`src/mnas_pkg.sv`:
```
// ----------------------------------------------------------------------------
// mnas_pkg: shared types and constants of the mail name/address splitter
// Character codes, parser modes, result roles and the result record.
// ----------------------------------------------------------------------------
`default_nettype none

package mnas_pkg;

  localparam int unsigned BlankCountBitsDefault = 8;

  localparam logic [7:0] ChQuote     = 8'h22;
  localparam logic [7:0] ChBackslash = 8'h5C;
  localparam logic [7:0] ChLt        = 8'h3C;
  localparam logic [7:0] ChGt        = 8'h3E;
  localparam logic [7:0] ChBlank     = 8'h20;

  localparam logic KindByte = 1'b0;
  localparam logic KindEnd  = 1'b1;

  typedef enum logic [2:0] {
    ModeLead       = 3'd0,
    ModeUnquoted   = 3'd1,
    ModeQuoted     = 3'd2,
    ModeEscape     = 3'd3,
    ModeAfterQuote = 3'd4,
    ModeAngle      = 3'd5,
    ModePost       = 3'd6,
    ModeGarbage    = 3'd7
  } parse_mode_e;

  typedef enum logic [1:0] {
    RoleName    = 2'd0,
    RoleAddress = 2'd1,
    RoleText    = 2'd2,
    RoleEnd     = 2'd3
  } role_e;

  typedef struct packed {
    logic       valid;
    role_e      role;
    logic [7:0] out_char;
    logic [7:0] blanks_before;
    logic       text_is_address;
    logic       status;
  } result_t;

endpackage

`default_nettype wire

```
`src/mnas_parser.sv`:
```
// ----------------------------------------------------------------------------
// mnas_parser: parse state machine, one request per step
// Holds the parse mode and the held blank count and forms the result.
// ----------------------------------------------------------------------------
`default_nettype none

module mnas_parser #(
  parameter int unsigned BLANK_COUNT_BITS = mnas_pkg::BlankCountBitsDefault
) (
  input  wire logic            clk_i,
  input  wire logic            rst_ni,
  input  wire logic            step_i,
  input  wire logic            kind_i,
  input  wire logic [7:0]      char_code_i,
  input  wire logic            report_errors_i,
  output mnas_pkg::result_t    result_o
);

  mnas_pkg::parse_mode_e mode_q, mode_d;
  logic [BLANK_COUNT_BITS-1:0] held_q, held_d;
  logic [7:0] held_sat;

  logic is_blank, is_quote, is_lt, is_gt, is_bslash;
  assign is_blank  = (char_code_i == mnas_pkg::ChBlank);
  assign is_quote  = (char_code_i == mnas_pkg::ChQuote);
  assign is_lt     = (char_code_i == mnas_pkg::ChLt);
  assign is_gt     = (char_code_i == mnas_pkg::ChGt);
  assign is_bslash = (char_code_i == mnas_pkg::ChBackslash);

  // held count shown on the 8-bit port, saturating
  if (BLANK_COUNT_BITS > 8) begin : g_sat_wide
    assign held_sat = (held_q > BLANK_COUNT_BITS'(255)) ? 8'hFF : held_q[7:0];
  end else if (BLANK_COUNT_BITS == 8) begin : g_sat_same
    assign held_sat = held_q;
  end else begin : g_sat_narrow
    assign held_sat = {{(8 - BLANK_COUNT_BITS){1'b0}}, held_q};
  end

  // next state
  always_comb begin
    mode_d = mode_q;
    held_d = held_q;
    if (kind_i == mnas_pkg::KindEnd) begin
      mode_d = mnas_pkg::ModeLead;
      held_d = '0;
    end else begin
      unique case (mode_q)
        mnas_pkg::ModeLead: begin
          if (is_quote) begin
            mode_d = mnas_pkg::ModeQuoted;
          end else if (is_lt) begin
            mode_d = mnas_pkg::ModeAngle;
          end else if (!is_blank) begin
            mode_d = mnas_pkg::ModeUnquoted;
            held_d = '0;
          end
        end
        mnas_pkg::ModeUnquoted: begin
          if (is_blank) begin
            if (held_q != '1) begin
              held_d = held_q + BLANK_COUNT_BITS'(1);
            end
          end else begin
            held_d = '0;
            if (is_lt) begin
              mode_d = mnas_pkg::ModeAngle;
            end
          end
        end
        mnas_pkg::ModeQuoted: begin
          if (is_quote) begin
            mode_d = mnas_pkg::ModeAfterQuote;
          end else if (is_bslash) begin
            mode_d = mnas_pkg::ModeEscape;
          end
        end
        mnas_pkg::ModeEscape: begin
          mode_d = mnas_pkg::ModeQuoted;
        end
        mnas_pkg::ModeAfterQuote: begin
          if (!is_blank) begin
            mode_d = is_lt ? mnas_pkg::ModeAngle : mnas_pkg::ModeGarbage;
          end
        end
        mnas_pkg::ModeAngle: begin
          if (is_gt) begin
            mode_d = mnas_pkg::ModePost;
          end
        end
        mnas_pkg::ModePost: begin
          if (!is_blank) begin
            mode_d = mnas_pkg::ModeGarbage;
          end
        end
        mnas_pkg::ModeGarbage: begin
          mode_d = mode_q;
        end
        default: begin
          mode_d = mnas_pkg::ModeLead;
        end
      endcase
    end
  end

  // outputs
  always_comb begin
    result_o                 = '0;
    result_o.role            = mnas_pkg::RoleName;
    result_o.out_char        = char_code_i;
    if (kind_i == mnas_pkg::KindEnd) begin
      result_o.valid           = 1'b1;
      result_o.role            = mnas_pkg::RoleEnd;
      result_o.out_char        = '0;
      result_o.text_is_address = (mode_q == mnas_pkg::ModeLead) ||
                                 (mode_q == mnas_pkg::ModeUnquoted);
      result_o.status          = (mode_q == mnas_pkg::ModeGarbage) && report_errors_i;
    end else begin
      unique case (mode_q)
        mnas_pkg::ModeLead: begin
          result_o.valid = !(is_blank || is_quote || is_lt);
          result_o.role  = mnas_pkg::RoleText;
        end
        mnas_pkg::ModeUnquoted: begin
          result_o.valid         = !(is_blank || is_lt);
          result_o.role          = mnas_pkg::RoleText;
          result_o.blanks_before = held_sat;
        end
        mnas_pkg::ModeQuoted: begin
          result_o.valid = !(is_quote || is_bslash);
          result_o.role  = mnas_pkg::RoleName;
        end
        mnas_pkg::ModeEscape: begin
          result_o.valid = 1'b1;
          result_o.role  = mnas_pkg::RoleName;
        end
        mnas_pkg::ModeAngle: begin
          result_o.valid = !is_gt;
          result_o.role  = mnas_pkg::RoleAddress;
        end
        mnas_pkg::ModeAfterQuote, mnas_pkg::ModePost, mnas_pkg::ModeGarbage: begin
          result_o.valid = 1'b0;
        end
        default: begin
          result_o.valid = 1'b0;
        end
      endcase
    end
  end

  always_ff @(posedge clk_i or negedge rst_ni) begin
    if (!rst_ni) begin
      mode_q <= mnas_pkg::ModeLead;
      held_q <= '0;
    end else if (step_i) begin
      mode_q <= mode_d;
      held_q <= held_d;
    end
  end

endmodule

`default_nettype wire

```
`src/mail_name_address_splitter_unit.sv`:
```
// ----------------------------------------------------------------------------
// mail_name_address_splitter_unit: mail header name/address splitter
// Splits header text, one byte per request, into name and address bytes.
// ----------------------------------------------------------------------------
//  channel   direction  tdata                                   tuser
//  s_axis    in         [7:0] char_code                         kind
//  m_axis    out        [7:0] out_char [15:8] blanks_before     role
//                       [16] text_is_address [17] status
//  cfg       in         cfg_wdata_i = report_errors, written on cfg_we_i
//
//  one request per cycle sustained while the result register is not stalled;
//  a request goes from the input register to the result register through the single parser step between them
//  reset clears the parse state and sets report_errors to 1
//  a stalled result register holds the input register, which in turn
//  drops s_axis_tready; requests that give no result still pass through
// ----------------------------------------------------------------------------
`default_nettype none

module mail_name_address_splitter_unit #(
  parameter int unsigned BLANK_COUNT_BITS = mnas_pkg::BlankCountBitsDefault
) (
  input  wire logic        clk_i,
  input  wire logic        rst_ni,
  input  wire logic        s_axis_tvalid,
  output      logic        s_axis_tready,
  input  wire logic [7:0]  s_axis_tdata,   // [7:0] char_code
  input  wire logic        s_axis_tuser,   // [0] kind
  output      logic        m_axis_tvalid,
  input  wire logic        m_axis_tready,
  output      logic [23:0] m_axis_tdata,   // [7:0] out_char, [15:8] blanks_before,
                                           // [16] text_is_address, [17] status
  output      logic [1:0]  m_axis_tuser,   // [1:0] role
  input  wire logic        cfg_we_i,
  input  wire logic        cfg_wdata_i
);

  logic       in_valid_q;
  logic       in_kind_q;
  logic [7:0] in_char_q;
  logic       report_q;
  logic       advance;
  logic       out_valid_q, out_valid_d;
  mnas_pkg::result_t res, out_q;

  assign advance       = in_valid_q && (!out_valid_q || m_axis_tready);
  assign s_axis_tready = !in_valid_q || advance;

  always_ff @(posedge clk_i or negedge rst_ni) begin
    if (!rst_ni) begin
      report_q <= 1'b1;
    end else if (cfg_we_i) begin
      report_q <= cfg_wdata_i;
    end
  end

  always_ff @(posedge clk_i or negedge rst_ni) begin
    if (!rst_ni) begin
      in_valid_q <= 1'b0;
    end else if (s_axis_tready) begin
      in_valid_q <= s_axis_tvalid;
    end
  end

  always_ff @(posedge clk_i) begin
    if (s_axis_tready && s_axis_tvalid) begin
      in_kind_q <= s_axis_tuser;
      in_char_q <= s_axis_tdata;
    end
  end

  mnas_parser #(
    .BLANK_COUNT_BITS(BLANK_COUNT_BITS)
  ) u_parser (
    .clk_i           (clk_i),
    .rst_ni          (rst_ni),
    .step_i          (advance),
    .kind_i          (in_kind_q),
    .char_code_i     (in_char_q),
    .report_errors_i (report_q),
    .result_o        (res)
  );

  always_comb begin
    out_valid_d = out_valid_q;
    if (advance) begin
      out_valid_d = res.valid;
    end else if (m_axis_tready) begin
      out_valid_d = 1'b0;
    end
  end

  always_ff @(posedge clk_i or negedge rst_ni) begin
    if (!rst_ni) begin
      out_valid_q <= 1'b0;
    end else begin
      out_valid_q <= out_valid_d;
    end
  end

  always_ff @(posedge clk_i) begin
    if (advance && res.valid) begin
      out_q <= res;
    end
  end

  assign m_axis_tvalid = out_valid_q;
  assign m_axis_tuser  = out_q.role;
  assign m_axis_tdata  = {6'b0, out_q.status, out_q.text_is_address,
                          out_q.blanks_before, out_q.out_char};

`ifndef NO_ASSERTIONS
  // end-of-text results carry no byte and no blank count
  a_end_clean: assert property (@(posedge clk_i) disable iff (!rst_ni)
    (m_axis_tvalid && (m_axis_tuser == mnas_pkg::RoleEnd)) |-> (m_axis_tdata[15:0] == 16'd0))
    else $error("end result carries byte data");

  // byte results never carry end flags
  a_byte_flags: assert property (@(posedge clk_i) disable iff (!rst_ni)
    (m_axis_tvalid && (m_axis_tuser != mnas_pkg::RoleEnd)) |-> (m_axis_tdata[17:16] == 2'd0))
    else $error("byte result carries end flags");

  // only unquoted text bytes may carry held blanks
  a_blanks_text: assert property (@(posedge clk_i) disable iff (!rst_ni)
    (m_axis_tvalid && (m_axis_tuser != mnas_pkg::RoleText)) |-> (m_axis_tdata[15:8] == 8'd0))
    else $error("blanks on a non-text result");

  // an accepted request is held in the input register next cycle
  a_in_capture: assert property (@(posedge clk_i) disable iff (!rst_ni)
    (s_axis_tvalid && s_axis_tready) |=> in_valid_q)
    else $error("accepted request lost");
`endif

endmodule

`default_nettype wire
```
`config.mk`:
```
export PLATFORM = sky130hd
export DESIGN_NAME = mail_name_address_splitter_unit
export DESIGN_NICKNAME = d
export VERILOG_FILES = /design/src/mnas_pkg.sv /design/src/mnas_parser.sv /design/src/mail_name_address_splitter_unit.sv
export SDC_FILE = /design/constraint.sdc
export NUM_CORES = 1
export LEC_CHECK = 0
export BUFFER_PORTS_ARGS = -buffer_cell sky130_fd_sc_hd__buf_2
export CAP_MARGIN = 20
export CORE_MARGIN = 4
export CORE_UTILIZATION = 35
export CTS_BUF_LIST = sky130_fd_sc_hd__clkbuf_8
export CTS_CLUSTER_SIZE = 14
export DETAILED_ROUTE_END_ITERATION = 10
export PLACE_DENSITY = 0.63
export SLEW_MARGIN = 20
export SYNTH_ARGS = -nofsm -noshare
export SYNTH_HDL_FRONTEND = slang
export SYNTH_HIERARCHICAL = 1
export SYNTH_SLANG_ARGS = --single-unit
export TNS_END_PERCENT = 100
```
`constraint.sdc`:
```
create_clock -name clk_i -period 4.35 [get_ports clk_i]
set_input_delay 0.87 -clock clk_i [delete_from_list [all_inputs] [get_ports clk_i]]
set_output_delay 0.87 -clock clk_i [all_outputs]
set_load 0.05 [all_outputs]
```
==> impl_metrics.env <==
export IMPL_status="completed"
export IMPL_max_slew_margin_pct=55.3
export IMPL_final_common_cell="buf_2"
export IMPL_grt_overflow=0
export IMPL_finalSetupTns_ns=0
export IMPL_skew_ns=0.00455
export IMPL_most_common_layout_cells="buf_2, edfxtp_1, nand2_1"
export IMPL_ctsResizeCount=0
export IMPL_ff2ff_setup_slack_ns=1.78
export IMPL_synth_largest_area_cell="edfxtp_1"
export IMPL_min_period_over_period_pct=59.0
export IMPL_finish_utilization_pct=40.9
export IMPL_cts_tree="built"
export IMPL_fmax_ghz=0.390
export IMPL_drt_pass1_iter_count=5
export IMPL_cts_buffer_depth=2
export IMPL_power_uw=1310
export IMPL_root_buffer="clkbuf_8"
export IMPL_min_path_type="in2async"
export IMPL_synth_compound_area_share_pct=11.2
export IMPL_setup_viol=0
export IMPL_vias_per_cell=5.02
export IMPL_synthTopCellsByArea="edfxtp_1, dfrtp_1, and3_1"
export IMPL_r2r_end="m_axis_tdata[5]$_DFFE_PP_"
export IMPL_routedWlPerCell_um=13.7
export IMPL_start_kind="flip-flop"
export IMPL_antenna_found_initial=0
export IMPL_finalWeightedCongestion=0.808
export IMPL_clock_latency_ns=0.29
export IMPL_synth_flop_cell="edfxtp_1"
export IMPL_cp_slowest_stage_delay_ns=0.66
export IMPL_yosysUniqueCellTypes=50
export IMPL_critPathRequiredTime_ns=4.38
export IMPL_setup_slack_ns=1.78
export IMPL_crit_slowest_cell="or4_1"
export IMPL_reg2reg_from="in_char_q[3]$_DFFE_PP_"
export IMPL_hold_viol_final=0
export IMPL_post_cts_buffers=0
export IMPL_dpl_worst_slack_ns=1.79
export IMPL_synth_avg_cell_area_um2=11.1
export IMPL_yosys_area_share_adder_pct=0.586
export IMPL_criticalPathCategory="reg2reg"
export IMPL_worst_r2r_cell_count=8
export IMPL_yosysTopAreaCellShare_pct=40.8
export IMPL_muxShareOfSynthArea_pct=0.996
export IMPL_ys_warnings_count=6
export IMPL_power_density_mw_per_mm2=542
export IMPL_clk_pin_slew_ns=0.08
export IMPL_initialDrtViolationCount=140
export IMPL_synthCells=193
export IMPL_cts_max_level=2
export IMPL_synth_seq_area_share_pct=57.2
export IMPL_syn_to_final_growth_pct=13.3
export IMPL_track_usage_pct=11.9
export IMPL_drt_wl_total_um=4100
export IMPL_cp_cell_sequence="or4_1 > a2111oi_0 > nor3_1 > nor4_1 > a21oi_1 > nand2_1 > nor2b_1 > buf_4"
export IMPL_synth_xor_area_share_pct=0.820
export IMPL_tightest_slew_ns=0.669
export IMPL_end_kind="flip-flop"
export IMPL_port_buffer_count=36
export IMPL_row_count=28
export IMPL_cts_buffers=5
export IMPL_ir_drop_mv=0.215
export IMPL_rsz0062_at_grt="false"
export IMPL_synth_top_family_by_area="simple AND/OR/NAND/NOR gates"
export IMPL_synth_edf_count=29
export IMPL_core_mm2=0.00592
export IMPL_cts_sinks=43
export IMPL_ys_ff_latch=43
export IMPL_grt_first_pass_wirelength_um=7000
export IMPL_slew_violations=0
export IMPL_power_leakage_uw=0.000967
export IMPL_drc=0
export IMPL_path_max_fanout=20
export IMPL_synth_area_mm2=0.00214
export IMPL_holdBufCountCts=0
export IMPL_drive_above_1_share_pct=22.2
export IMPL_period_needed_ns=2.57
export IMPL_initial_utilization_pct=36.1
export IMPL_grt_max_degree=21
export IMPL_fin_nets=240
export IMPL_antenna_cells=0
export IMPL_dp_hpwl_um=2990
export IMPL_grt_pass1_vias=1437
export IMPL_ios=43
export IMPL_vias=1507
export IMPL_drv_cap=0
export IMPL_die_h_um=86.1
export IMPL_ys_async_sr_fraction_pct=32.6
export IMPL_synthSimpleGateAreaFrac_pct=23.1
export IMPL_die_area_mm2=0.00742
export IMPL_crit_arrival_ns=2.60
export IMPL_ant_nets=0
export IMPL_die_w_um=86.1
==> cell type report <==
class / instances / area, µm²
fillers: 585 / 3500
flip-flops and latches: 43 / 1220
multi-input cells: 131 / 808
repair buffers: 37 / 188
well taps: 75 / 93.8
clock buffers: 5 / 68.8
inverters: 6 / 22.5
clock inverters: 3 / 16.3
==> cells by family after synthesis <==
group / Yosys count
compound gates: 38
xor+xnor: 2
fa+ha+maj: 1
buf+inv: 24
flops: 43
mux: 2
other cells: 1
simple gates: 82
==> flip-flops by register name, indices dropped and copies added (netlist names) <==
| register | cells |
|---|---|
| m_axis_tvalid | 1 |
| u_parser/mode_q | 3 |
| in_kind_q | 1 |
| in_char_q | 8 |
| m_axis_tuser | 2 |
| m_axis_tdata | 18 |
| report_q | 1 |
| u_parser/held_q | 8 |
| in_valid_q | 1 |
==> report_power, final <==
part | total, µW | switching (µW) | leakage, µW | internal [µW]
clock network | 241 | 132 | 0.0000453 | 110
logic | 463 | 341 | 0.000459 | 123
registers | 607 | 80.5 | 0.000462 | 527
==> metrics by stage <==
stage | hold slack (ns) | area (µm²) | std cells
after floorplan | 0.498 | 2150 | 198
after global placement | 0.557 | 2330 | 292
after detailed placement | 0.562 | 2330 | 292
after CTS | 0.483 | 2420 | 300
after global routing | 0.488 | 2420 | 300
final | 0.469 | 2420 | 300
==> synthesized netlist by cell type (all sizes together) (2+ instances only) <==
cell type / n
edfxtp: 29
nand2: 15
dfrtp: 13
nor3: 13
o21ai: 12
a21oi: 11
and3: 11
buf: 11
nor2b: 11
clkbuf: 7
nor2: 7
inv: 6
nand2b: 5
nand3: 5
nor4: 5
and2: 3
o311a: 3
a2bb2oi: 2
==> metal layers <==
layer  GRT usage, %  vias to the layer above  routed length, µm
met5              0                        -                  0
met4           4.32                        0                 71
met3           2.98                        5                222
met2           19.1                       41               1950
met1           15.6                      707               1850
li1               -                      754                  -
==> worst max path at each step <==
stage	from	endpoint	slack [ns]	depth (start not counted)
floorplan	u_parser/mode_q[2]$_DFFE_PN0P_	m_axis_tdata[0]$_DFFE_PP_	1.72	7
global placement	in_char_q[2]$_DFFE_PP_	m_axis_tdata[16]$_DFFE_PP_	1.85	8
detailed placement	in_char_q[3]$_DFFE_PP_	m_axis_tdata[15]$_DFFE_PP_	1.79	8
CTS	in_char_q[3]$_DFFE_PP_	m_axis_tdata[16]$_DFFE_PP_	1.78	8
global route	in_char_q[2]$_DFFE_PP_	m_axis_tdata[15]$_DFFE_PP_	1.61	8
finish	in_char_q[3]$_DFFE_PP_	m_axis_tdata[5]$_DFFE_PP_	1.78	8
==> critical path, delay by kind of cell, from the launching register on <==
family	cells	cell delay [ns]
AO/OA/AOI/OAI	2	0.54
buffers and inverters	1	0.21
flip-flops	1	0.45
AND/OR/NAND/NOR	5	1.11
Power figures use the tool's default switching activity.
